$ cat src/tlr_pkg.sv
// Shared types and constants for the thick line rasterizer.
// No dependencies; imported by every module of the block.
package tlr_pkg;

  localparam int unsigned CoordW     = 9;
  localparam int unsigned WinW       = 16;
  localparam int unsigned SizeW      = 8;
  localparam int unsigned ColorW     = 16;
  localparam int unsigned PanelShort = 240;
  localparam int unsigned PanelLong  = 320;
  localparam int unsigned InDataW    = 64;
  localparam int unsigned OutDataW   = 104;

  typedef enum logic {
    OP_START = 1'b0,
    OP_STEP  = 1'b1
  } op_e;

  typedef enum logic [1:0] {
    ORIENT_NONE  = 2'd0,
    ORIENT_ROT1  = 2'd1,
    ORIENT_ROT2  = 2'd2,
    ORIENT_ROT3  = 2'd3
  } orient_e;

  typedef struct packed {
    logic [ColorW-1:0] pen_color;
    logic [SizeW-1:0]  brush_size;
    logic [CoordW-1:0] end_y;
    logic [CoordW-1:0] end_x;
    logic [CoordW-1:0] start_y;
    logic [CoordW-1:0] start_x;
  } line_cmd_t;

  typedef struct packed {
    logic              valid;
    logic [CoordW-1:0] x;
    logic [CoordW-1:0] y;
    logic [SizeW-1:0]  size;
    logic [ColorW-1:0] color;
    logic              last;
  } point_t;

  typedef struct packed {
    logic [WinW-1:0] y_last;
    logic [WinW-1:0] y_first;
    logic [WinW-1:0] x_last;
    logic [WinW-1:0] x_first;
  } window_t;

endpackage

$ cat src/tlr_step.sv
// Line state and one Bresenham step per item.
// Depends on tlr_pkg.
module tlr_step (
  input  logic               clk_i,
  input  logic               rst_ni,
  input  logic               fire_i,
  input  tlr_pkg::op_e       op_i,
  input  tlr_pkg::line_cmd_t cmd_i,
  output tlr_pkg::point_t    point_o
);
  import tlr_pkg::*;

  logic [CoordW-1:0] cur_x_q, cur_y_q, tgt_x_q, tgt_y_q;
  logic [CoordW:0]   dx_q, ndy_q;
  logic [1:0]        dirs_q;
  logic [11:0]       err_q;
  logic [SizeW-1:0]  size_q;
  logic [ColorW-1:0] color_q;
  logic              active_q;

  logic              start;
  logic [CoordW:0]   ld_dx, ld_dy, ld_ndy;
  logic [1:0]        ld_dirs;
  logic [11:0]       ld_err;

  logic [CoordW-1:0] cx, cy, tx, ty;
  logic [CoordW:0]   dx, ndy;
  logic [1:0]        dirs;
  logic [11:0]       err;
  logic [SizeW-1:0]  size;
  logic [ColorW-1:0] color;
  logic              active;

  logic signed [12:0] e2, ndy13, dx13;
  logic               xge, yle, xdone, xmove, ydone, ymove, done;
  logic [11:0]        err_d;
  logic [CoordW-1:0]  cur_x_d, cur_y_d;

  always_comb begin
    start   = (op_i == OP_START);
    ld_dx   = (cmd_i.end_x > cmd_i.start_x) ? {1'b0, cmd_i.end_x - cmd_i.start_x}
                                            : {1'b0, cmd_i.start_x - cmd_i.end_x};
    ld_dy   = (cmd_i.end_y > cmd_i.start_y) ? {1'b0, cmd_i.end_y - cmd_i.start_y}
                                            : {1'b0, cmd_i.start_y - cmd_i.end_y};
    ld_ndy  = (CoordW+1)'(0) - ld_dy;
    ld_dirs = {(cmd_i.start_y >= cmd_i.end_y), (cmd_i.start_x >= cmd_i.end_x)};
    ld_err  = {2'b00, ld_dx} + {{2{ld_ndy[CoordW]}}, ld_ndy};

    cx     = start ? cmd_i.start_x    : cur_x_q;
    cy     = start ? cmd_i.start_y    : cur_y_q;
    tx     = start ? cmd_i.end_x      : tgt_x_q;
    ty     = start ? cmd_i.end_y      : tgt_y_q;
    dx     = start ? ld_dx            : dx_q;
    ndy    = start ? ld_ndy           : ndy_q;
    dirs   = start ? ld_dirs          : dirs_q;
    err    = start ? ld_err           : err_q;
    size   = start ? cmd_i.brush_size : size_q;
    color  = start ? cmd_i.pen_color  : color_q;
    active = start | active_q;

    e2    = $signed({err, 1'b0});
    ndy13 = $signed({{3{ndy[CoordW]}}, ndy});
    dx13  = $signed({3'b000, dx});
    xge   = (e2 >= ndy13);
    yle   = (e2 <= dx13);
    xdone = xge && (cx == tx);
    xmove = xge && !xdone;
    ydone = !xdone && yle && (cy == ty);
    ymove = !xdone && yle && !ydone;
    done  = xdone | ydone;

    err_d = err + (xmove ? {{2{ndy[CoordW]}}, ndy} : 12'd0)
                + (ymove ? {2'b00, dx} : 12'd0);
    cur_x_d = cx;
    if (xmove) begin
      cur_x_d = dirs[0] ? cx - CoordW'(1) : cx + CoordW'(1);
    end
    cur_y_d = cy;
    if (ymove) begin
      cur_y_d = dirs[1] ? cy - CoordW'(1) : cy + CoordW'(1);
    end

    point_o.valid = active;
    point_o.x     = cx;
    point_o.y     = cy;
    point_o.size  = size;
    point_o.color = color;
    point_o.last  = active & done;
  end

  always_ff @(posedge clk_i or negedge rst_ni) begin
    if (!rst_ni) begin
      cur_x_q  <= '0;
      cur_y_q  <= '0;
      tgt_x_q  <= '0;
      tgt_y_q  <= '0;
      dx_q     <= '0;
      ndy_q    <= '0;
      dirs_q   <= '0;
      err_q    <= '0;
      size_q   <= SizeW'(1);
      color_q  <= '0;
      active_q <= 1'b0;
    end else if (fire_i && active) begin
      cur_x_q  <= cur_x_d;
      cur_y_q  <= cur_y_d;
      tgt_x_q  <= tx;
      tgt_y_q  <= ty;
      dx_q     <= dx;
      ndy_q    <= ndy;
      dirs_q   <= dirs;
      err_q    <= err_d;
      size_q   <= size;
      color_q  <= color;
      active_q <= !done;
    end
  end

endmodule

$ cat src/tlr_remap.sv
// Brush square to panel window, remapped for the screen orientation.
// Depends on tlr_pkg; all window math wraps modulo 2^16.
module tlr_remap (
  input  tlr_pkg::orient_e        orient_i,
  input  tlr_pkg::point_t         point_i,
  output tlr_pkg::window_t        win_o
);
  import tlr_pkg::*;

  localparam logic [WinW-1:0] ShortM1 = WinW'(PanelShort - 1);
  localparam logic [WinW-1:0] LongM1  = WinW'(PanelLong - 1);

  logic [WinW-1:0] x0, y0, x1, y1;

  always_comb begin
    x0 = WinW'(point_i.x);
    y0 = WinW'(point_i.y);
    x1 = x0 + WinW'(point_i.size) - WinW'(1);
    y1 = y0 + WinW'(point_i.size) - WinW'(1);
    case (orient_i)
      ORIENT_ROT1: begin
        win_o.x_first = y0;
        win_o.x_last  = y1;
        win_o.y_first = LongM1 - x1;
        win_o.y_last  = LongM1 - x0;
      end
      ORIENT_ROT2: begin
        win_o.x_first = ShortM1 - x1;
        win_o.x_last  = ShortM1 - x0;
        win_o.y_first = LongM1 - y1;
        win_o.y_last  = LongM1 - y0;
      end
      ORIENT_ROT3: begin
        win_o.x_first = ShortM1 - y1;
        win_o.x_last  = ShortM1 - y0;
        win_o.y_first = x0;
        win_o.y_last  = x1;
      end
      default: begin
        win_o.x_first = x0;
        win_o.x_last  = x1;
        win_o.y_first = y0;
        win_o.y_last  = y1;
      end
    endcase
  end

endmodule

$ cat src/thick_line_rasterizer_top.sv
// Thick line rasterizer top: stream ports, input and result registers.
// Depends on tlr_pkg, tlr_step and tlr_remap.
// An accepted input passes through the input register, then the result register.
// Throughput: 1 item per cycle unless m_axis_tready stalls the result register;
// each item's step and window remap are combinational between the input and result registers.
// Reset (async, active low): no line active, orientation 0, brush size 1.
module thick_line_rasterizer_top (
  input  logic                          clk_i,
  input  logic                          rst_ni,
  input  logic                          cfg_valid_i,
  output logic                          cfg_ready_o,
  input  logic [1:0]                    cfg_data_i,    // orientation
  input  logic                          s_axis_tvalid,
  output logic                          s_axis_tready,
  // start_x, start_y, end_x, end_y, brush_size, pen_color, 4'b0
  input  logic [tlr_pkg::InDataW-1:0]   s_axis_tdata,
  input  logic                          s_axis_tuser,  // operation
  output logic                          m_axis_tvalid,
  input  logic                          m_axis_tready,
  // point_x, point_y, win_x_first, win_x_last, win_y_first, win_y_last,
  // fill_color, 6'b0
  output logic [tlr_pkg::OutDataW-1:0]  m_axis_tdata,
  output logic                          m_axis_tuser,  // point_valid
  output logic                          m_axis_tlast   // last_point
);
  import tlr_pkg::*;

  orient_e   orient_q;
  logic      in_valid_q;
  op_e       in_op_q;
  line_cmd_t in_cmd_q;
  logic      out_valid_q;
  logic [OutDataW-1:0] out_data_q;
  logic      out_user_q, out_last_q;

  logic      out_free, fire;
  point_t    point;
  window_t   win;
  logic [OutDataW-1:0] out_data_d;

  assign cfg_ready_o   = 1'b1;
  assign out_free      = !out_valid_q || m_axis_tready;
  assign fire          = in_valid_q && out_free;
  assign s_axis_tready = !in_valid_q || out_free;

  always_ff @(posedge clk_i or negedge rst_ni) begin
    if (!rst_ni) begin
      orient_q <= ORIENT_NONE;
    end else if (cfg_valid_i) begin
      orient_q <= orient_e'(cfg_data_i);
    end
  end

  always_ff @(posedge clk_i or negedge rst_ni) begin
    if (!rst_ni) begin
      in_valid_q <= 1'b0;
    end else if (s_axis_tready) begin
      in_valid_q <= s_axis_tvalid;
    end
  end

  always_ff @(posedge clk_i) begin
    if (s_axis_tvalid && s_axis_tready) begin
      in_op_q  <= op_e'(s_axis_tuser);
      in_cmd_q <= line_cmd_t'(s_axis_tdata[$bits(line_cmd_t)-1:0]);
    end
  end

  tlr_step u_step (
    .clk_i   (clk_i),
    .rst_ni  (rst_ni),
    .fire_i  (fire),
    .op_i    (in_op_q),
    .cmd_i   (in_cmd_q),
    .point_o (point)
  );

  tlr_remap u_remap (
    .orient_i (orient_q),
    .point_i  (point),
    .win_o    (win)
  );

  always_comb begin
    out_data_d = '0;
    if (point.valid) begin
      out_data_d = OutDataW'({point.color, win.y_last, win.y_first,
                              win.x_last, win.x_first, point.y, point.x});
    end
  end

  always_ff @(posedge clk_i or negedge rst_ni) begin
    if (!rst_ni) begin
      out_valid_q <= 1'b0;
    end else if (out_free) begin
      out_valid_q <= in_valid_q;
    end
  end

  always_ff @(posedge clk_i) begin
    if (fire) begin
      out_data_q <= out_data_d;
      out_user_q <= point.valid;
      out_last_q <= point.last;
    end
  end

  assign m_axis_tvalid = out_valid_q;
  assign m_axis_tdata  = out_data_q;
  assign m_axis_tuser  = out_user_q;
  assign m_axis_tlast  = out_last_q;

endmodule
$ cat config.mk
export PLATFORM = sky130hd
export DESIGN_NAME = thick_line_rasterizer_top
export DESIGN_NICKNAME = d
export VERILOG_FILES = /design/src/tlr_pkg.sv /design/src/tlr_step.sv /design/src/tlr_remap.sv /design/src/thick_line_rasterizer_top.sv
export SDC_FILE = /design/constraint.sdc
export NUM_CORES = 1
export LEC_CHECK = 0
export ABC_CLOCK_PERIOD_IN_PS = 11300
export BUFFER_PORTS_ARGS = -buffer_cell sky130_fd_sc_hd__buf_2
export CORE_ASPECT_RATIO = 1.5
export CORE_MARGIN = 2
export CORE_UTILIZATION = 35
export CTS_BUF_LIST = sky130_fd_sc_hd__clkbuf_16
export DETAILED_ROUTE_END_ITERATION = 10
export PLACE_DENSITY = 0.59
export REMOVE_ABC_BUFFERS = 1
export SYNTH_ARGS = -nofsm -noshare
export SYNTH_HDL_FRONTEND = slang
export SYNTH_SLANG_ARGS = --single-unit
$ cat constraint.sdc
create_clock -name clk_i -period 11.3 [get_ports clk_i]
set_input_delay 2.26 -clock clk_i [delete_from_list [all_inputs] [get_ports clk_i]]
set_output_delay 2.26 -clock clk_i [all_outputs]
set_load 0.1 [all_outputs]
# Word-level counts from Yosys, hierarchy flattened
# Cells that the tools add are included.
[totals]
input_bits = 72
regBits = 266
wordCells = 98
[classes]
eq_ne = 5
n_addsub = 24
n_mux = 19
bitwise = 4
magnitude_cmp = 6
n_reduce_logical = 15
[op_table]
columns = ["cell", "n"]
rows = [
  ["$pmux W64 S3", 1],
  ["$mux W9", 10],
  ["$sub A9 B9 Y9", 4],
  ["$sub A16 B1 Y16 const B", 2],
  ["$sub A8 B16 Y16 const A", 2],
  ["$sub A9 B16 Y16 const A", 2],
  ["$mux W10", 3],
  ["$add A12 B12 Y12", 2],
  ["$mux W12", 2],
  ["$add A9 B8 Y10", 2],
  ["$sub A8 B9 Y10 const A", 2],
  ["$sub A9 B9 Y10 const A", 2],
  ["$add A9 B1 Y9 const B", 2],
  ["$eq A9 B9 Y1", 2],
  ["$ge A9 B9 Y1", 2],
  ["$gt A9 B9 Y1", 2],
  ["$sub A9 B1 Y9 const B", 2],
  ["$mux W16", 1],
  ["$ge A13 B10 Y1", 1],
  ["$le A13 B11 Y1", 1],
  ["$add A10 B10 Y11", 1],
  ["$sub A1 B9 Y10 const A", 1],
  ["$logic_and A1 B1 Y1", 8],
  ["$mux W8", 1],
  ["8 further kinds", 15],
]

# Longest topological paths before layout
# Gate-level depths: netlist (run 1).
[depth]
depth_word = 14
mapped_depth = 51
ltp_nobuf = 47

# Modules after synthesis
# Synthesis (run 1) repeated with hierarchy kept, for this count alone.
[unflattened]
cells_unflattened = 1784
area_unflattened_um2 = 18106.1
[by_module_without_submodules]
columns = ["mod", "n_inst", "area_per_inst_um2", "cells_per_inst"]
rows = [
  ["tlr_step", 1, 9356.5, 1084],
  ["thick_line_rasterizer_top", 1, 5734.2, 290],
  ["tlr_remap", 1, 3015.4, 410],
]

# Worst setup path after synthesis (run 1)
# Ideal clock, no wire load.
[synth_path]
path_type = "register to register"
from = "register in_cmd_q[12] (netlist bit)"
to = "register u_step.err_q[11]"
path_slack_ps = 2479
path_stages_with_launch = 48
arrival_ps = 8686
setup_ps = 135
synth_period_minus_slack_ps = 8821
path_cell_list = "edfxtp_1 inv_1 ha_1 buf_6 a21o_1 a21oi_1 a21o_1 a21o_1 buf_6 nor2_1 a21oi_1 ha_1 nor4b_1 nand2_1 xnor2_1 ha_1 o21ai_0 nand2b_1 (+12 left out) buf_6 or3_1 fa_1 inv_1 ha_1 fa_1 a21o_1 a21oi_1 o21bai_1 a21oi_1 o21bai_1 a21oi_1 o21bai_1 a21oi_1 xor2_1 xnor2_1 xnor2_1 o21ai_0"
[synth_via]
elab_chain_len = 14
[synth_lines]
columns = ["element", "line", "rtl"]
rows = [
  ["start, declared", "thick_line_rasterizer_top.sv:31", "line_cmd_t in_cmd_q;"],
  ["start signal, assigned", "thick_line_rasterizer_top.sv:65", "in_cmd_q <= line_cmd_t'(s_axis_tdata[$bits(line_cmd_t)-1:0]);"],
  ["branches (longest 13 deep; another with $ge A13 B10 Y1)", "-", ""],
  ["$add A12 B12 Y12 (*)", "tlr_step.sv:73", "+ (ymove ? {2'b00, dx} : 12'd0);"],
  ["end signal, assigned", "tlr_step.sv:112", "err_q <= err_d;"],
  ["end, declared", "tlr_step.sv:16", "logic [11:0] err_q;"],
]
# Every way passes the cells marked *.
# A chain may end at the register's enable or synchronous reset.

# Worst setup path in the final report (run 1)
[layout_path]
from = "register in_cmd_q[15] (netlist bit)"
to = "register u_step.err_q[11]"
# The elaborated chain is that of the path after synthesis.

==> results.md, run 1 <==
- Compound-cell area share of the yosys netlist: 0.1538
- Final net count: just over 2,000
- # setup viols final: 0
- Core area: ~48,000 sq um
- Max cap viols: 0
- Adder-Cell Fraction of Synth Area: 0.1093
- Final hold vios: 0
- CP Max Fanout: 18
- Total Wirelength: 43.93 mm
- CP endpoint kind: flop
- Via total after detailed routing: approximately 13,000
- WHS Endpoint: u_step.tgt_y_q[5]
- Clock-pin slew on the worst setup and hold paths: approximately 0.070 ns
- Via density: about 5
- Cells after Synth: around 1,700
- Clk_skew: 0.01123 ns
- Fraction of layout instances using a drive strength above 1: 0.1716
- Worst R2R End: u_step.err_q[11]
- Initial Utilization: 0.3523
- GRT met1 Usage: 0.1969
- Fraction of registers with async set/reset: 0.3808
- Reg2Reg Setup Slack: between 1 and 1.5 ns
- Clock Tree Buf Depth: 3
- Worst vdd ir: roughly 0.13 mV
- PD cells: 278.6 nW/um^2
- Remaining global-route overflow: 0
- Pre-CTS setup slack: ~1 ns
- Antenna violations before repair: 2
- Pin count of the biggest net entering global routing: around 150
- WP data arrival: between 10 and 15 ns
- Post-route clock period utilization: 0.9108
- H-tree Lvls: 1
- Min Clock Period, post-route: ~10 ns
- Headroom to the max-slew limit: 0.3003
- Synthesized area per cell: about 10 sq um
- Final setup margin: ~1 ns
- Reg2reg start: in_cmd_q[15]
- Hold path start: u_step.tgt_y_q[5]
- Die Y: around 270 um
- M3 GR Usage: 0.01846
- Yosys Warn Count: 0
- Met2 Usage GRT: 0.3333
- Sinks on Clock Net: 260
- CTS root buf: clkbuf_16
- CP Launch Type: flop
- Kind of critical path: flop to flop
- Number of global-route vias before repair: 12,815
- Pleak: about 8.6 nW
- Total power: 5.396 mW
- Gr busiest metal: met2
- Drt pass-1 iters: 7
- Post-synthesis cell area: between 15,000 and 20,000 sq um
- Synthesis-stage register bit count: 260
- R2R depth: 44
- I/O pin total: roughly 180
- Post-synth top area cell: edfxtp_1
- DIE AREA: 50,570 sq um
- Required @ worst endpoint: 11.72 ns
- Setup TNS: 0 ns
- Netlist cell types: 79
- Worst path most repeated cell: a21oi_1
- Post-synth top area share: 0.2833
- DRC: 0
- Post-DP HPWL: 32.73 mm
- Routed WL per cell: between 15 and 20 um
- Worst skew pair latency: around 0.56 ns
- Status: finished clean
- Hold_buf cts: 0
- Leading post-synthesis cells by cell area: edfxtp_1 28%, dfrtp_1 14%, ha_1 8.6%
- Post-Synth Simple-Gate Area: 0.1245
- Count leader, synth: nand2_1
- Top_reg_cell synth: edfxtp_1
- Main combinational cell family by area after synthesis: compound AO/OA/AOI/OAI gates
- Area grow syn2layout: 13.52%
- Max Freq: roughly 0.097 GHz
- Gp weighted congestion: between 0.8 and 0.9
- Die Span X: approximately 180 um
- CP max-delay cell: fa_1
- Post-synthesis mux area share: 0.06629
- First-pass GRT wire length: 69.17 mm
- Commonest cells post-synth: 169 x nand2_1, 161 x edfxtp_1, 139 x inv_1, 133 x nor2_1, 129 x o21ai_0
- Port-buffer cells: 169
- Max-slew violation count: 0
- Routed Antenna Nets: 0
- Xor and xnor area share after synthesis: 0.06138
- Tot GR Track Use: 0.1735
- Worst slew pin tran: ~1.0 ns
- CTS tree: yes
- Unrepaired setup endpoints after global routing: false
- Std cell rows: about 100
- Iteration-0 DRC Markers: approximately 600
- Worst hold path class: flop to flop
- Number of enable flip-flop cells after synthesis: 161
- WHS Path Cells: 2
- Crit-path max cell delay: roughly 0.54 ns
- Register area share after synthesis: 0.4286
- Num CTS Buffers: 26
sequential cells by signal, indices dropped and copies added (netlist names), 2 cells and up:
name            count
in_cmd_q           60
m_axis_tdata       98
orient_q            2
u_step.color_q     16
u_step.cur_x_q      9
u_step.cur_y_q      9
u_step.dirs_q       2
u_step.dx_q        10
u_step.err_q       12
u_step.ndy_q       10
u_step.size_q       8
u_step.tgt_x_q      9
u_step.tgt_y_q      9
cell families after synthesis:
family | after synthesis
AOI/OAI and AO/OA | 422
DFF | 260
buffers and inverters | 229
other | 2
muxes | 93
adders and majority gates | 137
xor gates and xnor gates | 118
and+or+nand+nor | 460
cell usage in the layout (no fill, tap or decap), types with 22 or more instances in the layout:
master / instances
a21oi_1: 110
a21o_1: 38
buf_2: 168
nand2_1: 168
a211oi_1: 22
o21ai_0: 129
xor2_1: 39
buf_4: 24
dfrtp_1: 97
nor2_1: 132
ha_1: 117
nand3_1: 31
mux2_2: 26
xnor2_1: 78
edfxtp_1: 161
inv_1: 142
clkbuf_16: 26
o21bai_1: 25
mux2i_1: 53
worst max-delay path: cells and delay by family (launching register included):
| kind | cells | cell delay [ns] |
|---|---|---|
| compound gates | 20 | 3.79 |
| simple gates | 11 | 2.58 |
| fa+ha+maj | 7 | 2.51 |
| xor+xnor | 4 | 0.67 |
| flops | 1 | 0.44 |
| buf+inv | 2 | 0.11 |
where the power goes:
part           leakage (nW)  switching (mW)  total (mW)  internal [mW]
Sequential             2.76          0.0950        1.38           1.28
Combinational          5.38            2.06        3.16           1.10
Clock                 0.417           0.392       0.861          0.469
Total                  8.56            2.54        5.40           2.85
layout make-up:
type	instances	area [sq um]
fill	4757	29060
inverter	139	524.3
tap	656	820.8
antenna	2	5.005
clock buffer	26	650.6
sequential	260	7315
timing repair buffer	193	1041
clock inverter	21	181.4
multi-input combinational	1237	8832
worst max-delay path by stage:
| stage | startpoint | endpoint | slack, ns | cells after the start |
|---|---|---|---|---|
| finish | in_cmd_q[15] | u_step.err_q[11] | 1.01 | 44 |
| global route | in_cmd_q[15] | u_step.err_q[11] | 0.05 | 43 |
| CTS | in_cmd_q[15] | u_step.err_q[11] | 0.97 | 44 |
| detailed placement | in_cmd_q[15] | u_step.err_q[11] | 1.00 | 44 |
| global placement | in_cmd_q[15] | u_step.err_q[11] | 1.04 | 44 |
| floorplan | in_op_q | u_step.err_q[11] | 1.40 | 30 |
per-stage QoR:
step | cell area (sq um) | cells | util | hold slack [ns]
6_report | 19370 | 2534 | 0.3999 | 0.4793
3_5_place_dp | 18530 | 2485 | 0.3826 | 0.4680
4_1_cts | 19360 | 2532 | 0.3998 | 0.4858
3_3_place_gp | 18530 | 2485 | 0.3826 | 0.4569
2_1_floorplan | 16650 | 1636 | - | 0.4401
5_1_grt | 19370 | 2534 | 0.3999 | 0.5037
repair_timing:
item                                    CTS  global route
buffers inserted                          0             0
endpoints found under the hold margin     0             0
endpoints found under the setup margin    0             1
resized for setup                         0             1
routing by layer:
layer / up-vias / part of all wire
li1: 6290 / -
met1: 6079 / 0.40
met2: 257 / 0.54
met3: 61 / 0.036
met4: 0 / 0.029
met5: - / 0
No activity file was read; power rests on OpenSTA's default activity.
==> run 2, diff against run 1 <==
Settings changed: ABC_CLOCK_PERIOD_IN_PS 11300 to 8900, PLACE_DENSITY 0.59 to 0.61.
Clock period 11.3 ns to 8.9 ns, I/O delays scaled along.
==> run 2 against run 1 <==
  * Sequential cell count stayed put
  * Non-clock buffer count rose by 187
  * Core utilization increased by 4.1 points
  * Sequential share of layout area fell by 3.5 points
  * Fmax is 20% higher
  * First-iteration DRC count up 18%
  * Design area rose by 10%
  * Clock skew increased by 0.0021 ns
  * Combinational power rose by 49%
  * Die area stayed put
  * Total power increased by 41%
  * Hold slack worse by 0.0012 ns
  * Critical endpoint unchanged
  * Highest routed layer unchanged
==> results.md, run 2 (synthesized netlist as in run 1, its figures left out) <==
- Port-buffer cells: 169 (unchanged)
- Gr busiest metal: met2
- Reg2Reg Setup Slack: 0.30 ns (-0.71 ns)
- Pleak: 9.549 nW (+12%)
- Max Freq: 0.1163 GHz (+20%)
- Number of global-route vias before repair: 13,929 (+8.7%)
- Post-route clock period utilization: 0.9664 (+0.05560)
- Gp weighted congestion: 0.9074 (+4.1%)
- Number of flip-flops in the largest register: 98 (unchanged)
- Status: finished clean
- DRC: 0 (unchanged)
- DIE AREA: 50,570 sq um (unchanged)
- Comb power frac: 0.622 (+0.037)
- # setup viols final: 0 (unchanged)
- Sequential Power Share: 0.230 (-0.025)
- CP max-delay cell: fa_1
- Headroom to the max-slew limit: 0.3481 (+0.04774)
- Total Wirelength: 46.99 mm (+7.0%)
- Worst vdd ir: 0.1854 mV (+45%)
- Post-DP HPWL: 35.57 mm (+8.7%)
- Clock share of power: 0.148 (-0.012)
- First-pass GRT wire length: 73.80 mm (+6.7%)
- Min Clock Period, post-route: 8.601 ns (-1.691 ns)
- PD cells: 355.6 nW/um^2 (+28%)
- Final net count: 2,254 (+9.1%)
- Crit-path max cell delay: 0.53 ns (about the same)
- Worst setup path startpoint: in_cmd_q[30]
- Area grow syn2layout: 25.02%
- Clock-pin slew on the worst setup and hold paths: 0.06 ns (about the same)
- Worst path most repeated cell: a21o_1
- Total power: 7.586 mW (+41%)
- Sw Pwr: 3.472 mW (+37%)
- Final hold slack: 0.4780 ns (-0.001247 ns)
- Worst hold path class: flop to flop
- CP Max Fanout: 4 (-14)
- WHS Path Cells: 2 (unchanged)
- Initial Utilization: 0.3523 (unchanged)
- M3 GR Usage: 0.01846 (unchanged)
- Routed Antenna Nets: 0 (unchanged)
- Sinks on Clock Net: 260 (unchanged)
- Final hold vios: 0 (unchanged)
- Num CTS Buffers: 27 (+3.8%)
- Sw frac: 0.4577 (-0.01368)
- Routed WL per cell: 17.26 um (-0.45%)
- Required @ worst endpoint: 9.31 ns (-2.41 ns)
- Pint: 4.114 mW (+44%)
- I/O pin total: 181 (unchanged)
- Met2 Usage GRT: 0.3577 (+0.02443)
- Max cap viols: 0 (unchanged)
- Die Span X: 184.3 um (unchanged)
- Tot GR Track Use: 0.1839 (+0.01037)
- Worst slew pin tran: 0.9779 ns (-0.07160 ns)
- WP data arrival: 9.01 ns (-1.70 ns)
- H-tree Lvls: 1 (unchanged)
- Worst skew pair latency: 0.57 ns (about the same)
- CTS root buf: clkbuf_16
- Drt pass-1 iters: 5 (-2)
- Hold path start: u_step.tgt_y_q[7]
- Fraction of layout instances using a drive strength above 1: 0.2822 (+0.1105)
- Commonest non-fill, non-tap cells in the layout: 207 x buf_4, 168 x buf_2, 166 x nand2_1, 161 x edfxtp_1, 138 x inv_1
- Via density: 5.035 (+0.56%)
- Remaining global-route overflow: 0 (unchanged)
- Fill count: 4,636 (-2.5%)
- Antenna violations before repair: 1 (-1)
- CTS tree: yes
- Die Y: 274.4 um (unchanged)
- R2R depth: 43 (-2.3%)
- Via total after detailed routing: 13,710 (+8.1%)
- Std cell rows: 99 (unchanged)
- Max-slew violation count: 0 (unchanged)
- Core area: 48,430 sq um (unchanged)
- Kind of critical path: flop to flop
- CP Launch Type: flop
- Clock Tree Buf Depth: 3 (unchanged)
- Clk_skew: 0.01331 ns (+0.002074 ns)
- Most common cell after layout, fill and taps aside: buf_4
- Unrepaired setup endpoints after global routing: true
- Pin count of the biggest net entering global routing: 87 (-40%)
- CP endpoint kind: flop
- Iteration-0 DRC Markers: 706 (+18%)
- Reg2reg start: in_cmd_q[30]
- GRT met1 Usage: 0.1999 (+0.002988)
## run 2: final cells by class
| cell class | count | area, sq um | area share |
|---|---|---|---|
| timing repair buffer | 380 | 2460 | 0.1153 |
| antenna | 1 | 2.502 | 0.0001173 |
| clock buffer | 27 | 675.6 | 0.03167 |
| inverter | 139 | 524.3 | 0.02458 |
| multi-input combinational | 1237 | 9353 | 0.4384 |
| clock inverter | 23 | 181.4 | 0.008505 |
| sequential | 260 | 7315 | 0.3429 |
| tap | 656 | 820.8 | 0.03848 |
## run 2: repair_timing
action | in CTS | in global routing
buffers inserted | 1 | 15
endpoints found under the setup margin | 3 | 4
gates resized for setup | 21 | 87
hold buffers | 0 | 0
pin swaps | 7 | 60
## run 2: power groups by stage
stage                     Combinational (mW)  Sequential, mW  Clock [mW]
after floorplan                         2.44            2.50           0
after global placement                  4.34            1.76           0
after detailed placement                4.43            1.77           0
after CTS                               4.51            1.75        1.16
after global routing                    5.18            1.78        1.20
final                                   4.71            1.75        1.13
## run 2: path summary, 6_finish.rpt
path                                endpoint
min in group asynchronous  u_step.color_q[5]
min reg2reg                u_step.tgt_y_q[7]
min                        u_step.tgt_y_q[7]
max                         u_step.err_q[11]
max in group asynchronous   u_step.size_q[4]
max reg2reg                 u_step.err_q[11]
## run 2: critical path, delay by kind of cell, from the launching register on
family | cells | cell delay [ns]
compound gates | 20 | 3.31
fa+ha+maj | 7 | 2.42
simple gates | 6 | 1.03
xor+xnor | 3 | 0.50
flops | 1 | 0.48
buf+inv | 6 | 0.42
mux | 1 | 0.27
## run 2: routing by layer
metal | vias up | share of wire
li1 | 6686 | -
met1 | 6622 | 0.38
met2 | 282 | 0.54
met3 | 120 | 0.033
met4 | 0 | 0.044
met5 | - | 0
## run 2: metrics by stage
| step | instance area (sq um) | TNS (ns) | util | cells | setup WS [ns] |
|---|---|---|---|---|---|
| after detailed placement | 19810 | -0.4378 | 0.4090 | 2657 | -0.4378 |
| after global routing | 21330 | -0.1059 | 0.4404 | 2723 | -0.1059 |
| after global placement | 19810 | -0.3900 | 0.4090 | 2657 | -0.3900 |
| after floorplan | 16650 | -1.985 | - | 1636 | -1.002 |
| final | 21330 | 0 | 0.4404 | 2723 | 0.2992 |
| after CTS | 20770 | 0 | 0.4288 | 2708 | 0.0007532 |
==> run 3, diff against run 2 <==
==> constraint.sdc (replaced) <==
create_clock -name clk_i -period 8.9 [get_ports clk_i]
set_input_delay 0.445 -clock clk_i [delete_from_list [all_inputs] [get_ports clk_i]]
set_output_delay 0.445 -clock clk_i [all_outputs]
set_load 0.1 [all_outputs]
==> run 3 against run 2 <==
  * Highest routed layer is now met5
  * Core utilization shrank 0.37 points
  * Sequential cell count is the same
  * Hold slack lost 0.42 ns
  * Routed wire length grew 1.6%
  * Critical path depth grew 4
  * Largest cell class unchanged
  * Setup slack gained 0.083 ns
==> results.md, run 3 (synthesized netlist as in run 1, its figures left out) <==
- Status: finished clean
- Die Y: 274.4 um (unchanged)
- Worst skew pair latency: 0.56 ns (about the same)
- Reg2reg start: in_cmd_q[12]
- Antenna violations before repair: 3 (+2)
- Clk_skew: 0.01474 ns (+0.001433 ns)
- CP endpoint kind: flop
- First-pass GRT wire length: 75.24 mm (+2.0%)
- Remaining global-route overflow: 0 (unchanged)
- Post-route clock period utilization: 0.9570 (-0.009355)
- Iteration-0 DRC Markers: 571 (-19%)
- Initial Utilization: 0.3523 (unchanged)
- Fin cells: 2,710 (-0.48%)
- Port-buffer cells: 169 (unchanged)
- Fraction of layout instances using a drive strength above 1: 0.2706 (-0.01159)
- DP Area: 19,730 sq um (-0.42%)
- Die Span X: 184.3 um (unchanged)
- DRC: 0 (unchanged)
- WHS Path Cells: 1 (-1)
- Num CTS Buffers: 26 (-3.7%)
- Worst hold path class: primary input to flop
- Cell area after layout: 21,150 sq um (-0.83%)
- Worst vdd ir: 0.2064 mV (+11%)
- CP max-delay cell: fa_1
- PD cells: 359.1 nW/um^2 (+0.98%)
- Number of flip-flops in the largest register: 98 (unchanged)
- Kind of critical path: flop to flop
- Crit-path max cell delay: 0.53 ns (about the same)
- Min Clock Period, post-route: 8.517 ns (-0.08326 ns)
- Commonest non-fill, non-tap cells in the layout: 196 x buf_4, 168 x buf_2, 166 x nand2_1, 161 x edfxtp_1, 138 x inv_1
- Pleak: 9.510 nW (-0.41%)
- Worst R2R End: u_step.err_q[11]
- Reg2Reg Setup Slack: 0.38 ns (+0.08 ns)
- Sequential cell area: 7315 sq um (unchanged)
- Total power: 7.596 mW (+0.13%)
- Routed WL per cell: 17.61 um (+2.0%)
- # setup viols final: 0 (unchanged)
- CTS tree: yes
- R2R depth: 47 (+9.3%)
- Headroom to the max-slew limit: 0.3163 (-0.03180)
- Pre-CTS setup slack: -0.1978 ns (+0.2400 ns)
- Tot GR Track Use: 0.1879 (+0.003976)
- Max Freq: 0.1174 GHz (+0.98%)
- Most common cell after layout, fill and taps aside: buf_4
- Total Wirelength: 47.72 mm (+1.6%)
- Final hold vios: 0 (unchanged)
- H-tree Lvls: 1 (unchanged)
- Std cell rows: 99 (unchanged)
- Required @ worst endpoint: 9.31 ns (about the same)
- Via total after detailed routing: 13,747 (+0.27%)
- Drt pass-1 iters: 5 (unchanged)
- Routed Antenna Nets: 0 (unchanged)
- WHS Endpoint: in_cmd_q[22]
- Clock Tree Buf Depth: 3 (unchanged)
- Final net count: 2,240 (-0.62%)
- Sinks on Clock Net: 260 (unchanged)
- Worst slew pin tran: 1.026 ns (+0.04771 ns)
- Core area: 48,430 sq um (unchanged)
- Post-DP HPWL: 36.05 mm (+1.3%)
- Gp weighted congestion: 0.9270 (+2.2%)
- Via density: 5.073 (+0.75%)
- Number of global-route vias before repair: 14,132 (+1.5%)
- CP Max Fanout: 4 (unchanged)
- Multi-input logic area: 9210 sq um (-1.5%)
- Max cap viols: 0 (unchanged)
- Area grow syn2layout: 23.98%
- Fill count: 4,658 (+0.47%)
- WP data arrival: 8.93 ns (-0.08 ns)
- Cells after DPL: 2,646 (-0.41%)
- Max-slew violation count: 0 (unchanged)
- Pin count of the biggest net entering global routing: 87 (unchanged)
- DIE AREA: 50,570 sq um (unchanged)
- Clock-pin slew on the worst setup and hold paths: 0.07 ns (about the same)
- CTS root buf: clkbuf_16
- I/O pin total: 181 (unchanged)
- CP Launch Type: flop
- Final setup margin: 0.3825 ns (+0.08326 ns)
- Hold path start: s_axis_tdata[22]
run 3: cell types whose count changed in the layout (fill, tap and decap cells not counted), moves of 3 or more:
cell	change
ha_1	+6
ha_4	-4
nor2_2	+3
bufinv_16	+4
buf_4	-11
xnor2_2	+3
run 3: power by group:
part	leakage [nW]	switching, mW	internal, mW
clock	0.472	0.505	0.713
sequential	2.76	0.125	1.63
combinational	6.28	2.81	1.81
run 3: final cells by class:
type                    count  area share
well taps                 656     0.03880
multi-input cells        1237      0.4354
clock inverters            22     0.01331
flip-flops and latches    260      0.3458
inverters                 139     0.02478
repair buffers            367      0.1108
clock buffers              26     0.03076
diodes                      3   0.0003549
run 3: worst max-delay path by stage:
| stage | start | end | depth (start not counted) |
|---|---|---|---|
| finish | in_cmd_q[12] | u_step.err_q[11] | 47 |
| global route | in_cmd_q[10] | u_step.err_q[11] | 47 |
| CTS | in_cmd_q[9] | u_step.err_q[11] | 44 |
| detailed placement | in_cmd_q[12] | u_step.err_q[11] | 45 |
| global placement | in_cmd_q[9] | u_step.err_q[11] | 44 |
| floorplan | in_op_q | u_step.err_q[11] | 30 |
run 3: repair_timing:
item                                    CTS  global route
pin swaps                                 3            48
endpoints found under the setup margin    1             4
setup buffers                             1            11
hold endpoints to repair                 35             0
hold buffers                              1             0
resized for setup                        13            70
run 3: metal layers:
| metal | vias to the layer above | part of all wire | track usage |
|---|---|---|---|
| li1 | 6656 | - | - |
| met1 | 6652 | 0.38 | 0.2054 |
| met2 | 319 | 0.54 | 0.3593 |
| met3 | 118 | 0.034 | 0.01913 |
| met4 | 2 | 0.048 | 0.08884 |
| met5 | - | 0.00027 | 0 |
run 3: per-stage QoR:
step	hold WS [ns]	utilization	setup TNS, ns
final	0.05570	0.4368	0
after global routing	0.03088	0.4367	-0.1808
after CTS	0.02690	0.4280	0
after detailed placement	0.4527	0.4073	-0.1978
after global placement	0.4491	0.4073	0
after floorplan	0.1494	-	-1.985
run 3: critical path: cells and delay by family, from the launching register on:
kind	cells	cell delay (ns)
fa+ha+maj	7	1.99
compound gates	23	3.40
buf+inv	3	0.31
xor+xnor	4	0.65
flops	1	0.41
simple gates	10	1.58
